**config.mk**
```make
export PLATFORM = sky130hd
export DESIGN_NAME = rx_frame_checker_crc16
export DESIGN_NICKNAME = d
export VERILOG_FILES = /design/src/rfc16_pkg.sv /design/src/rfc16_crc_step.sv /design/src/rfc16_out_reg.sv /design/src/rfc16_frame_track.sv /design/src/rx_frame_checker_crc16.sv
export VERILOG_INCLUDE_DIRS = /design/src /design/src/src
export SDC_FILE = /design/constraint.sdc
export NUM_CORES = 1
export LEC_CHECK = 0
export BUFFER_PORTS_ARGS = -buffer_cell sky130_fd_sc_hd__buf_2
export CAP_MARGIN = 20
export CELL_PAD_IN_SITES_DETAIL_PLACEMENT = 1
export CELL_PAD_IN_SITES_GLOBAL_PLACEMENT = 2
export CORE_AREA = 8 8 113 115
export DETAILED_ROUTE_END_ITERATION = 8
export DIE_AREA = 0 0 121 123
export GPL_ROUTABILITY_DRIVEN = 0
export PLACE_DENSITY = 0.71
export SKIP_LAST_GASP = 1
export SYNTH_ARGS = -nofsm -noshare
export SYNTH_HDL_FRONTEND = slang
export SYNTH_SLANG_ARGS = --single-unit
```
**constraint.sdc**
```tcl
create_clock -name clk -period 3 [get_ports clk]
set_input_delay 0.15 -clock clk [delete_from_list [all_inputs] [get_ports clk]]
set_output_delay 0.15 -clock clk [all_outputs]
set_load 0.02 [all_outputs]
```
**src/rx_frame_checker_crc16_macros.svh**
```systemverilog
// Assertion macros shared by the frame checker RTL.
`ifndef RX_FRAME_CHECKER_CRC16_MACROS_SVH
`define RX_FRAME_CHECKER_CRC16_MACROS_SVH

`ifndef SYNTHESIS

// Check a property on every rising clock edge outside reset.
`define RFC16_ASSERT(label, clk, rst_n, prop) \
	label: assert property (@(posedge clk) disable iff (!rst_n) (prop)) \
		else $error("rfc16 assertion failed");

// Check that a condition implies a consequence in the same cycle.
`define RFC16_ASSERT_IMPL(label, clk, rst_n, ante, cons) \
	label: assert property (@(posedge clk) disable iff (!rst_n) (ante) |-> (cons)) \
		else $error("rfc16 implication failed");

// Check that a condition implies a consequence in the next cycle.
`define RFC16_ASSERT_NEXT(label, clk, rst_n, ante, cons) \
	label: assert property (@(posedge clk) disable iff (!rst_n) (ante) |=> (cons)) \
		else $error("rfc16 next-cycle check failed");

`else

`define RFC16_ASSERT(label, clk, rst_n, prop)
`define RFC16_ASSERT_IMPL(label, clk, rst_n, ante, cons)
`define RFC16_ASSERT_NEXT(label, clk, rst_n, ante, cons)

`endif

`endif

```
**src/rfc16_pkg.sv**
```systemverilog
package rfc16_pkg;

	localparam int          FRAME_LEN_DEF = 8;
	localparam int          POS_W         = 6;
	localparam int          CRC_W         = 16;

	localparam logic [7:0]  HEAD_BYTE     = 8'hAA;
	localparam logic [15:0] CRC_POLY      = 16'h1021;
	localparam logic [7:0]  ADDR_RESET    = 8'h01;

	localparam logic [1:0]  ST_OK         = 2'd0;
	localparam logic [1:0]  ST_BAD_HEAD   = 2'd1;
	localparam logic [1:0]  ST_BAD_ADDR   = 2'd2;
	localparam logic [1:0]  ST_BAD_CRC    = 2'd3;

	typedef struct packed {
		logic [7:0] rx_byte;
		logic       frame_start;
	} in_item_t;

	typedef struct packed {
		logic [1:0] status;
		logic [7:0] command;
		logic [7:0] first_data;
		logic [7:0] second_data;
	} out_item_t;

	// Control of the work stage, from the top level to the frame tracker.
	typedef struct packed {
		logic valid;
		logic advance;
	} stage_ctrl_t;

endpackage

```
**src/rfc16_crc_step.sv**
```systemverilog
module rfc16_crc_step
	import rfc16_pkg::*;
(
	input  logic [CRC_W-1:0] crc,
	input  logic [7:0]       data,
	output logic [CRC_W-1:0] crc_next
);

	// CRC-16, poly 0x1021, MSB first, one byte per pass.
	always_comb begin
		logic [CRC_W-1:0] c;
		c = crc ^ {data, 8'h00};
		for (int k = 0; k < 8; k++) begin
			if (c[CRC_W-1]) begin
				c = {c[CRC_W-2:0], 1'b0} ^ CRC_POLY;
			end else begin
				c = {c[CRC_W-2:0], 1'b0};
			end
		end
		crc_next = c;
	end

endmodule

```
**src/rfc16_out_reg.sv**
```systemverilog
module rfc16_out_reg
	import rfc16_pkg::*;
(
	input  logic      clk,
	input  logic      arst_n,
	input  logic      load,
	input  out_item_t load_data,
	input  logic      out_stall,
	output logic      free,
	output logic      out_valid,
	output out_item_t out_data
);

	logic      valid_q;
	out_item_t data_q;

	// Slot is free when empty or being drained this cycle.
	assign free = !valid_q || !out_stall;

	always_ff @(posedge clk or negedge arst_n) begin
		if (!arst_n) begin
			valid_q <= 1'b0;
		end else if (load) begin
			valid_q <= 1'b1;
		end else if (!out_stall) begin
			valid_q <= 1'b0;
		end
	end

	always_ff @(posedge clk) begin
		if (load) begin
			data_q <= load_data;
		end
	end

	assign out_valid = valid_q;
	assign out_data  = data_q;

endmodule

```
**src/rfc16_frame_track.sv**
```systemverilog
`include "rx_frame_checker_crc16_macros.svh"

module rfc16_frame_track
	import rfc16_pkg::*;
#(
	parameter int FRAME_LEN = FRAME_LEN_DEF
) (
	input  logic        clk,
	input  logic        arst_n,
	input  stage_ctrl_t ctrl,
	input  in_item_t    item,
	input  logic [7:0]  local_address,
	output logic        produce,
	output out_item_t   result
);

	localparam logic [POS_W-1:0] LAST_POS = POS_W'(FRAME_LEN - 1);
	localparam logic [POS_W-1:0] CRC_HI_POS = POS_W'(FRAME_LEN - 2);

	logic [POS_W-1:0] pos_q;
	logic [CRC_W-1:0] crc_q;
	logic [1:0]       err_q;
	logic [7:0]       cmd_q;
	logic [7:0]       data0_q;
	logic [7:0]       data1_q;
	logic [7:0]       crc_hi_q;

	logic [POS_W-1:0] pos_eff;
	logic [POS_W-1:0] pos_next;
	logic [CRC_W-1:0] crc_seed;
	logic [CRC_W-1:0] crc_upd;
	logic [1:0]       err_next;

	// Start mark or out-of-range position restarts at byte 0.
	assign pos_eff  = (item.frame_start || pos_q > LAST_POS) ? '0 : pos_q;
	assign pos_next = (pos_eff == LAST_POS) ? '0 : pos_eff + POS_W'(1);
	assign produce  = ctrl.valid && (pos_eff == LAST_POS);
	assign crc_seed = (pos_eff == '0) ? '0 : crc_q;

	rfc16_crc_step u_crc (
		.crc      (crc_seed),
		.data     (item.rx_byte),
		.crc_next (crc_upd)
	);

	always_comb begin
		err_next = err_q;
		if (pos_eff == '0) begin
			err_next = (item.rx_byte != HEAD_BYTE) ? ST_BAD_HEAD : ST_OK;
		end else if (pos_eff == POS_W'(1)) begin
			if (err_q == ST_OK && item.rx_byte != local_address) begin
				err_next = ST_BAD_ADDR;
			end
		end
	end

	always_comb begin
		result.status = err_q;
		if (err_q == ST_OK && {crc_hi_q, item.rx_byte} != crc_q) begin
			result.status = ST_BAD_CRC;
		end
		result.command     = cmd_q;
		result.first_data  = data0_q;
		result.second_data = data1_q;
	end

	always_ff @(posedge clk or negedge arst_n) begin
		if (!arst_n) begin
			pos_q <= '0;
		end else if (ctrl.advance) begin
			pos_q <= pos_next;
		end
	end

	always_ff @(posedge clk) begin
		if (ctrl.advance) begin
			err_q <= err_next;
			if (pos_eff < CRC_HI_POS) begin
				crc_q <= crc_upd;
			end
			if (pos_eff == CRC_HI_POS) begin
				crc_hi_q <= item.rx_byte;
			end
			if (pos_eff == POS_W'(2)) begin
				cmd_q <= item.rx_byte;
			end
			if (pos_eff == POS_W'(3)) begin
				data0_q <= item.rx_byte;
			end
			if (pos_eff == POS_W'(4)) begin
				data1_q <= item.rx_byte;
			end
		end
	end

	`RFC16_ASSERT(a_pos_in_frame, clk, arst_n, pos_q <= LAST_POS)
	`RFC16_ASSERT_NEXT(a_start_to_one, clk, arst_n, ctrl.advance && item.frame_start, pos_q == POS_W'(1))
	`RFC16_ASSERT_IMPL(a_result_on_last, clk, arst_n, produce, !item.frame_start && pos_q == LAST_POS)

endmodule

```
**src/rx_frame_checker_crc16.sv**
```systemverilog
// Channel  Signals                         Direction  Moves
// in       in_valid / in_stall / in_data   receive    one frame byte and start mark
// out      out_valid / out_stall / out_data send      one check result per frame
// cfg      cfg_we / cfg_wdata              receive    local address, no read-back
//
// One item per cycle sustained unless a stalled output holds the input; an accepted byte sits in the
// input register for the work stage, and its result, if any, is loaded into the output register when
// that byte advances. Rate is set by the bytewise CRC network between the input and result registers.
// Reset is asynchronous, active low; the local address comes back as 0x01.
// A stalled output only holds the input side when the waiting byte ends a frame.
`include "rx_frame_checker_crc16_macros.svh"

module rx_frame_checker_crc16
	import rfc16_pkg::*;
#(
	parameter int FRAME_LEN = FRAME_LEN_DEF
) (
	input  logic      clk,
	input  logic      arst_n,
	input  logic      in_valid,
	output logic      in_stall,
	input  in_item_t  in_data,
	output logic      out_valid,
	input  logic      out_stall,
	output out_item_t out_data,
	input  logic      cfg_we,
	input  logic [7:0] cfg_wdata
);

	// Input register: holds the accepted item for the work stage.
	logic        valid_s1;
	in_item_t    item_s1;
	logic [7:0]  local_address_q;

	logic        produce;
	logic        out_free;
	logic        advance;
	logic        accept;
	stage_ctrl_t ctrl;
	out_item_t   result;

	// Advance the stage unless its result has nowhere to go.
	assign advance  = valid_s1 && (!produce || out_free);
	assign in_stall = valid_s1 && !advance;
	assign accept   = in_valid && !in_stall;

	assign ctrl.valid   = valid_s1;
	assign ctrl.advance = advance;

	always_ff @(posedge clk or negedge arst_n) begin
		if (!arst_n) begin
			valid_s1 <= 1'b0;
		end else if (accept) begin
			valid_s1 <= 1'b1;
		end else if (advance) begin
			valid_s1 <= 1'b0;
		end
	end

	always_ff @(posedge clk) begin
		if (accept) begin
			item_s1 <= in_data;
		end
	end

	// Configuration register: the user must write it only while the block is idle; the block does not enforce this.
	always_ff @(posedge clk or negedge arst_n) begin
		if (!arst_n) begin
			local_address_q <= ADDR_RESET;
		end else if (cfg_we) begin
			local_address_q <= cfg_wdata;
		end
	end

	rfc16_frame_track #(
		.FRAME_LEN (FRAME_LEN)
	) u_track (
		.clk           (clk),
		.arst_n        (arst_n),
		.ctrl          (ctrl),
		.item          (item_s1),
		.local_address (local_address_q),
		.produce       (produce),
		.result        (result)
	);

	// Result register: load the check result when the last byte advances.
	rfc16_out_reg u_out (
		.clk       (clk),
		.arst_n    (arst_n),
		.load      (produce && advance),
		.load_data (result),
		.out_stall (out_stall),
		.free      (out_free),
		.out_valid (out_valid),
		.out_data  (out_data)
	);

	`RFC16_ASSERT_IMPL(a_no_overwrite, clk, arst_n, out_valid && out_stall && produce, in_stall)
	`RFC16_ASSERT_IMPL(a_stall_only_full, clk, arst_n, in_stall, produce && out_valid && out_stall)
	`RFC16_ASSERT_NEXT(a_last_loads, clk, arst_n, produce && advance, out_valid)

endmodule

```
# Word-level counts from Yosys, hierarchy flattened

Index checks and enable logic that the tools add are counted.

Flip-flop bits (word level): 101
Output and inout port bits: 28

Add/subtract/negate cells: 1
$lt $le $gt $ge: 2
Equality and inequality tests: 10
Multiplexer cells: 19
Bitwise gates (word level): 9
Reductions and logical operators: 26

Operators by type and width:

| cell                                                          | number |
|---|---|
| two-way mux 13 bit                                            | 8 |
| NOT 3 bit                                                     | 8 |
| equality test 6 x 3 -> 1 bit, second input constant           | 3 |
| two-way mux 16 bit                                            | 1 |
| != test 16 bit                                                | 1 |
| XOR 16 bit                                                    | 1 |
| equality test 6 x 2 -> 1 bit, second input constant           | 2 |
| two-way mux 6 bit                                             | 2 |
| AND reduction 2 bit                                           | 5 |
| != test 8 bit                                                 | 1 |
| != test 8 bit, second input constant                          | 1 |
| logical AND 1 bit                                             | 7 |
| adder 6 x 1 -> 6 bit, second input constant                   | 1 |
| equality test 6 x 1 -> 1 bit, second input constant           | 1 |
| greater-than comparator 6 x 3 -> 1 bit, second input constant | 1 |
| zero test 6 bit                                               | 1 |
| less-than comparator 6 x 3 -> 1 bit, second input constant    | 1 |
| two-way mux 2 bit                                             | 3 |
| nonzero test 2 bit                                            | 3 |
| zero test 1 bit                                               | 5 |
| two-way mux 1 bit                                             | 5 |
| logical OR 1 bit                                              | 3 |
| AND reduction 3 bit                                           | 1 |
| zero test 2 bit                                               | 1 |
| != test 2 x 1 -> 1 bit, second input constant                 | 1 |

# Logic depth before layout (Yosys ltp)

Gate-level depths: netlist (run 1).

Word-level depth: 22
Gate-level depth with buffers: 7

# By module

Synthesis (run 1) repeated with hierarchy kept, for this count alone.

Cell total of the unflattened synthesis: 234
Area, all modules: 4,196.5 um2

Modules (own cells, without submodules):

| module                 | instances | cells an instance | area each (um2) | sequential area each (um2) |
|---|---|---|---|---|
| rfc16_frame_track      | 1         | 146               | 2,314.7         | 1,651.6 |
| rfc16_out_reg          | 1         | 29                | 817.0           | 805.8 |
| rx_frame_checker_crc16 | 1         | 34                | 669.4           | 496.7 |
| rfc16_crc_step         | 1         | 25                | 395.4           | 0.0 |

# Least setup slack after synthesis (run 1)

No wires, ideal clock.

Kind: register to register
Start point: reg u_track.pos_q[5]
End point: reg u_out.data_q (netlist bit u_out.out_data[0]), enable pin
Setup time: 0.418 ns
Arrival: 2.828 ns
Data required time: 2.582 ns
Path slack: -0.246 ns
Stages on the path, launching flop included: 7
Buffers on the path: 0
Period minus slack after synthesis: 3.246 ns
Cells stage by stage: dfrtp_1 -> nor4_1 -> nand2_1 -> inv_1 -> ha_1 -> nand3_1 -> a21oi_1

Cells in the longest elaborated chain, start to end: 9

RTL lines:

| what                                   | RTL line                     | RTL |
|---|---|---|
| from (decl)                            | rfc16_frame_track.sv:20      | `logic [POS_W-1:0] pos_q;` |
| from (signal assigned)                 | rfc16_frame_track.sv:71      | `pos_q <= pos_next;` |
| greater-than comparator 6 x 3 -> 1 bit | rfc16_frame_track.sv:35      | `assign pos_eff = (item.frame_start \|\| pos_q > LAST_POS) ? '0 : pos_q;` |
| logical OR 1 bit                       | rfc16_frame_track.sv:35      |  |
| two-way mux 6 bit (*)                  | rfc16_frame_track.sv:35      |  |
| equality test 6 x 3 -> 1 bit (*)       | rfc16_frame_track.sv:37      | `assign produce = ctrl.valid && (pos_eff == LAST_POS);` |
| logical AND 1 bit (*)                  | rfc16_frame_track.sv:37      |  |
| zero test 1 bit                        | rx_frame_checker_crc16.sv:43 | `assign advance = valid_s1 && (!produce \|\| out_free);` |
| logical OR 1 bit                       | rx_frame_checker_crc16.sv:43 |  |
| logical AND 1 bit                      | rx_frame_checker_crc16.sv:43 |  |
| logical AND 1 bit (*)                  | rx_frame_checker_crc16.sv:91 | `.load (produce && advance),` |
| via u_out.load                         | rfc16_out_reg.sv:6           | `input logic load,` |
| to (signal assigned)                   | rfc16_out_reg.sv:32          | `data_q <= load_data;` |
| to (decl)                              | rfc16_out_reg.sv:15          | `out_item_t data_q;` |

The timed path passes the listed nets; every way through them passes the cells marked *.
A chain may end at the register's enable or synchronous reset.

# Worst setup path after layout (run 1)

Start point: reg u_track.pos_q[5]
End point: reg u_track.crc_q[5], data pin

Cells in the longest elaborated chain, start to end: 13
Elaborated cells between the ends (all ways): 16

RTL lines:

| what                                   | RTL line                | RTL |
|---|---|---|
| greater-than comparator 6 x 3 -> 1 bit | rfc16_frame_track.sv:35 |  |
| logical OR 1 bit                       | rfc16_frame_track.sv:35 |  |
| two-way mux 6 bit (*)                  | rfc16_frame_track.sv:35 |  |
| zero test 6 bit (*)                    | rfc16_frame_track.sv:38 | `assign crc_seed = (pos_eff == '0) ? '0 : crc_q;` |
| two-way mux 16 bit (*)                 | rfc16_frame_track.sv:38 |  |
| XOR 16 bit (*)                         | rfc16_crc_step.sv:12    | `c = crc ^ {data, 8'h00};` |
| two-way mux 13 bit                     | rfc16_crc_step.sv:14    | `if (c[CRC_W-1]) begin` |
| two-way mux 13 bit (*)                 | rfc16_crc_step.sv:14    |  |
| two-way mux 13 bit (3 in series)       | rfc16_crc_step.sv:14    |  |
| NOT 3 bit (no line)                    | --                      |  |
| two-way mux 13 bit (*)                 | rfc16_crc_step.sv:14    |  |
| via u_track.crc_upd[5]                 | rfc16_frame_track.sv:31 | `logic [CRC_W-1:0] crc_upd;` |
| to (signal assigned)                   | rfc16_frame_track.sv:79 | `crc_q <= crc_upd;` |
| to (decl)                              | rfc16_frame_track.sv:21 | `logic [CRC_W-1:0] crc_q;` |

Marked as above.

==> impl_metrics.toml, run 1 <==
[run_status]
outcome = "finished, final reports clean"

[global_routing]
grt_max_degree = 27
antenna_found_initial = 0
grt_overflow_total = 0
grt_first_pass_wirelength_mm = 13.19
grt_use_total = 0.1192
first_global_vias = 2303

[finish]
layout.nets = 335
drive_above_1_share = 0.2771
diodes = 0
area_growth_pct = 20.04

[floorplanning]
die_h_um = 123
ios = 50
core-area_sq_um = 11080
rows = 39
dieArea_sq_um = 14880
die_x_um = 121
start_util = 0.3680

[sta]
slew_violations = 0
fin_worst_skew_ps = 15.03
hold_viol = 0
fin_tns_setup_ps = 0
max_freq_mhz = 383.0
report.final.setup_viol = 0
grt_setup_unrepaired = "no"
period_minus_slack_ps = 2611
fin_ws_ps = 389.3
tightest_slew_ps = 785.5
fin_crit_sh = 0.8702
relSlewSlack = 0.4763

[yosys]
syn_area_sq_um = 4076
yosysTopAreaCellShare = 0.6262
syn_area_per_cell_sq_um = 16.84
synth_common_cells = "85 x edfxtp_1, 26 x xnor2_1, 21 x xor2_1, 19 x nand2_1, 15 x dfrtp_1"
synth_most_common_cell = "edfxtp_1"
ys.flop_type = "edfxtp_1"
yosys_warnings = 0
synth-edff-count = 85
seq_area_frac_synth = 0.7247
synthTopCellsByArea = "edfxtp_1 63%, dfrtp_1 9.2%, xnor2_1 5.6%"
synth_area_leader_cell = "edfxtp_1"
netlist_instances = 242
ys_ff_latch = 101
async_reset_ff_frac = 0.1584
syn_nets = 268
synth_cell_types = 35

[route]
drt_pre_antenna_iters = 4
drtIter0Drc = 150
routed_via_density = 4.761
antenna_left = 0
wl_per_cell_um = 17.96
via_count = 2176
drc = 0
drt_wl_total_mm = 8.208

[pwr]
vdd_drop_max_mv = 0.2878
leakage_nw = 1.858
power_mw = 3.991
p_per_area_nw_per_um2 = 815.5

[clock_network]
cts_tree = "done"
postCtsSetupRepairBufs = 0
htree_num_levels = 3
cts_root_buf = "clkbuf_16"
cts_buffer_depth = 2
clk_pin_slew_worst_paths_ps = 70
cts_buffers = 9
insertion_delay_ps = 350
clock_sink_count = 101

[critical_path]
crit_start = "u_track.pos_q[5]"
crit_arrival_ps = 2700
rr_worst_depth = 7
required_ps = 3090
r2r_start = "u_track.pos_q[5]"
start_kind = "flip-flop"
path_max_fanout = 5
r2r_slack_ps = 390
worstReg2RegEnd = "u_track.crc_q[5]"
criticalPathCategory = "flip-flop to flip-flop"
endpoint = "u_track.crc_q[5]"
endpoint_kind = "flip-flop"

[min_path]
hold_path_class = "primary input to flip-flop"

[place]
place_ws_ps = 254.3
dp_hpwl_mm = 5.854
io_buffer_count = 49

[flow_run]
cap_violations = 0
kinds of logic (layout without fill, tap and decap cells):
group	after synthesis	count (layout)	share of synthesized area
multiplexers	10	10	0.02732
AND/OR/NAND/NOR	50	50	0.06599
flip-flops	101	101	0.7247
adder cells (fa/ha/maj)	4	4	0.01228
buffers and inverters	11	83	0.01044
XOR/XNOR	53	53	0.1295
AO/OA/AOI/OAI	13	13	0.02978
registers in the layout, indices dropped and copies added (netlist names), 2 cells and up:
register,cells
u_out.out_data,26
u_track.crc_q,16
item_s1,9
local_address_q,8
u_track.cmd_q,8
u_track.crc_hi_q,8
u_track.data0_q,8
u_track.data1_q,8
u_track.pos_q,6
u_track.err_q,2
where the power goes:
group | switching (mW) | internal, mW
combinational | 0.427 | 0.452
clock | 0.528 | 0.581
sequential | 0.194 | 1.81
total | 1.15 | 2.84
worst max-delay path, stage by stage, from the launching register on:
cell and delay [ps]:
dfrtp_1 450, nor4_2 450, nand2_1 160, ha_1 330, nand2b_1 210, nand3_1 150, xnor2_2 260, xnor3_1 340
cell type report:
| class | instances | area, sq um |
|---|---|---|
| multi-input cells | 130 | 1090 |
| flip-flops and latches | 101 | 2954 |
| inverters | 5 | 18.77 |
| clock buffers | 10 | 229.0 |
| fillers | 1116 | 6183 |
| clock inverters | 6 | 55.05 |
| well taps | 143 | 178.9 |
| repair buffers | 62 | 367.9 |
how the worst min path moves through the flow:
stage | start | to | slack (ps) | cells past startpoint
after global routing | in_valid | valid_s1 | 20 | 2
after CTS | in_valid | valid_s1 | 10 | 2
after floorplan | arst_n | local_address_q[1] | -150 | 0
after global placement | arst_n | local_address_q[7] | 90 | 1
after detailed placement | arst_n | u_track.pos_q[0] | 90 | 1
final | in_valid | valid_s1 | 20 | 2
cells in the final DEF, fill, tap and decap left out, types with 2 or more instances in the layout:
cell type and instances:
inv_1 5, nor2_1 3, xor2_1 21, xnor2_2 3
xnor3_1 3, dfrtp_1 15, clkbuf_16 9, and3_1 3
dlygate4sd3_1 10, inv_6 3, buf_4 3, nand2_1 19
edfxtp_1 85, a21oi_1 2, nor2b_1 2, nor4_1 4
clkinv_4 2, nand3_1 7, nor4bb_1 2, buf_2 49
nand4_1 4, mux2_2 9, xnor2_1 26, ha_1 4
o21bai_1 3
per-stage QoR:
stage	cell area [sq um]	std cells	utilization	hold WS [ps]
2_1_floorplan	4080	242	-	-145.6
3_3_place_gp	4503	431	0.4065	94.01
3_5_place_dp	4503	431	0.4065	94.97
4_1_cts	4887	457	0.4412	11.34
5_1_grt	4893	457	0.4418	16.35
6_report	4893	457	0.4418	20.99
layer usage:
layer  share of wire  GRT usage  wire, um  up-vias
met5               0          0         0        -
met4           0.020    0.06089       163        0
met3           0.057    0.03105       469       10
met2            0.45     0.1796      3670       61
met1            0.48     0.1563      3905     1079
li1                -          -         -     1026
what timing repair did:
item	4_1_cts	5_1_grt
hold endpoints to repair	24	0
hold buffers	10	0
setup endpoints to repair	0	1
gates resized for setup	0	1
No activity file was read; power rests on OpenSTA's default activity.
==> run 2: changes to the inputs <==
--- a/config.mk
+++ b/config.mk
@@ -10,11 +10,11 @@
 export CAP_MARGIN = 20
 export CELL_PAD_IN_SITES_DETAIL_PLACEMENT = 1
 export CELL_PAD_IN_SITES_GLOBAL_PLACEMENT = 2
-export CORE_AREA = 8 8 113 115
+export CORE_AREA = 8 8 108 110
 export DETAILED_ROUTE_END_ITERATION = 8
-export DIE_AREA = 0 0 121 123
+export DIE_AREA = 0 0 116 118
 export GPL_ROUTABILITY_DRIVEN = 0
-export PLACE_DENSITY = 0.71
+export PLACE_DENSITY = 0.74
 export SKIP_LAST_GASP = 1
 export SYNTH_ARGS = -nofsm -noshare
 export SYNTH_HDL_FRONTEND = slang
==> constraint.sdc (replaced) <==
create_clock -name clk -period 2.46 [get_ports clk]
set_input_delay 0.123 -clock clk [delete_from_list [all_inputs] [get_ports clk]]
set_output_delay 0.123 -clock clk [all_outputs]
set_load 0.02 [all_outputs]
==> run 2 against run 1 <==
  * Flip-flop and latch count unchanged
  * Clock skew decreased by 3.0 ps
  * Die area is 8.0% lower
  * Worst hold slack better by 120 ps
  * Power grew 19%
  * First-iteration DRC count is 48% lower
  * Via count increased by 1.8%
  * Global-route usage rose by 1.6 points
  * Utilization is 6.4 points higher
  * Largest power group unchanged
  * Critical path type unchanged
==> impl_metrics.toml, run 2 (synthesized netlist as in run 1, its figures left out) <==
[global_routing]
grt_first_pass_wirelength_mm = 13.72
grt_use_total = 0.1348
antenna_found_initial = 0
grt_overflow_total = 0
first_global_vias = 2444
grt_max_degree = 27

[pwr]
vdd_drop_max_mv = 0.3615
p_per_area_nw_per_um2 = 936.9
power_mw = 4.740
leakage_nw = 1.936

[clock_network]
clk_pin_slew_worst_paths_ps = 110
cts_buffers = 9
insertion_delay_ps = 370
htree_num_levels = 3
cts_buffer_depth = 2
clock_sink_count = 101
cts_tree = "done"
cts_root_buf = "clkbuf_8"

[floorplanning]
rows = 37
core-area_sq_um = 10000
start_util = 0.4077
dieArea_sq_um = 13690
die_h_um = 118
die_x_um = 116
ios = 50

[finish]
fin_cells = 473
area_growth_pct = 24.13
drive_above_1_share = 0.3234
final_cell_mix = "85 x edfxtp_1, 49 x buf_2, 26 x xnor2_1, 21 x xor2_1"
diodes = 0
largest_reg_flops = 26
stdcell_area_sq_um = 5060
layout.nets = 358
num-fill-cells = 1011
layout_commonest_cell = "edfxtp_1"

[critical_path]
rr_worst_depth = 8
cpMaxStageDelayCell = "dfrtp_1"
criticalPathCategory = "flip-flop to flip-flop"
r2r_slack_ps = 140
path_max_fanout = 5
required_ps = 2580
endpoint_kind = "flip-flop"
path_cells = "nor4_2 -> buf_4 -> nand2_1 -> ha_2 -> o41ai_4 -> nand3_2 -> xnor2_2 -> xnor3_1"
start_kind = "flip-flop"
crit_arrival_ps = 2450
critPathMaxStageDelay_ps = 410

[route]
wl_per_cell_um = 18.23
via_count = 2215
drtIter0Drc = 78
drt_wl_total_mm = 8.623
drt_pre_antenna_iters = 4
routed_via_density = 4.683
drc = 0
antenna_left = 0

[sta]
hold_viol = 0
fin_worst_skew_ps = 12.06
fin_crit_sh = 0.9441
max_freq_mhz = 430.6
relSlewSlack = 0.6441
report.final.setup_viol = 0
period_minus_slack_ps = 2322
fin_ws_ps = 137.6
slew_violations = 0
tightest_slew_ps = 533.8
fin_tns_setup_ps = 0
grt_setup_unrepaired = "yes"

[run_status]
outcome = "finished, final reports clean"

[min_path]
hold_path_class = "primary input to flip-flop"
holdPathStages = 2

[place]
place_area_sq_um = 4612
dp_hpwl_mm = 6.227
place_ws_ps = 26.14
io_buffer_count = 49
dp.cells = 437

[flow_run]
cap_violations = 0
==> run 2: changes by cell type in the layout (fill, tap and decap cells not counted), sizes merged <==
| cell | delta |
|---|---|
| buf | +14 |
| dlygate4sd3 | +9 |
| clkinv | +2 |
| inv | -2 |
| clkbuf | -1 |
| clkinvlp | +1 |
==> run 2: final cells by class <==
| cell class | count | area, sq um | share of cell area |
|---|---|---|---|
| clock buffers | 9 | 123.9 | 0.02448 |
| clock inverters | 7 | 87.58 | 0.01731 |
| inverters | 5 | 18.77 | 0.003709 |
| multi-input cells | 130 | 1130 | 0.2233 |
| flip-flops and latches | 101 | 2954 | 0.5838 |
| well taps | 136 | 170.2 | 0.03363 |
| repair buffers | 85 | 575.6 | 0.1137 |
==> run 2: final timing paths <==
check,from,to
max,u_track.pos_q[5],u_track.crc_q[7]
min,cfg_we,local_address_q[5]
max reg2reg,u_track.pos_q[5],u_track.crc_q[7]
min reg2reg,u_track.data0_q[6],u_out.out_data[14]
max in group asynchronous,arst_n,local_address_q[0]
min in group asynchronous,arst_n,local_address_q[6]
==> run 2: routing by layer <==
metal  GRT usage  wire [um]  vias up
met3     0.03746        363        7
met1      0.1682       3835     1104
li1            -          -     1061
met4     0.03893        100        0
met2      0.2213       4323       43
met5           0          0        -
==> run 2: stage by stage <==
step | hold WS (ps) | utilization
after floorplan | -172.6 | -
after global placement | 52.35 | 0.4612
after detailed placement | 57.31 | 0.4612
after CTS | 127.6 | 0.5021
after global routing | 147.3 | 0.5060
final | 142.8 | 0.5060
==> run 2: power breakdown <==
group	leakage, nW	total, mW	internal (mW)	switching, mW
logic	0.853	1.26	0.649	0.607
clock network	0.102	1.06	0.409	0.648
registers	0.981	2.43	2.20	0.225
==> run 2: what timing repair did <==
| item | in CTS | in global routing |
|---|---|---|
| endpoints found under the hold margin | 34 | 0 |
| pin swaps | 1 | 1 |
| endpoints found under the setup margin | 1 | 45 |
| gates resized for setup | 0 | 8 |
| setup buffers | 1 | 0 |
| hold buffers | 19 | 0 |
==> run 2: worst max-delay path: cells and delay by family, from the launching register on <==
family	cells	cell delay (ps)
buf+inv	1	170
xor+xnor	2	620
fa+ha+maj	1	240
compound gates	1	100
flops	1	410
simple gates	3	540
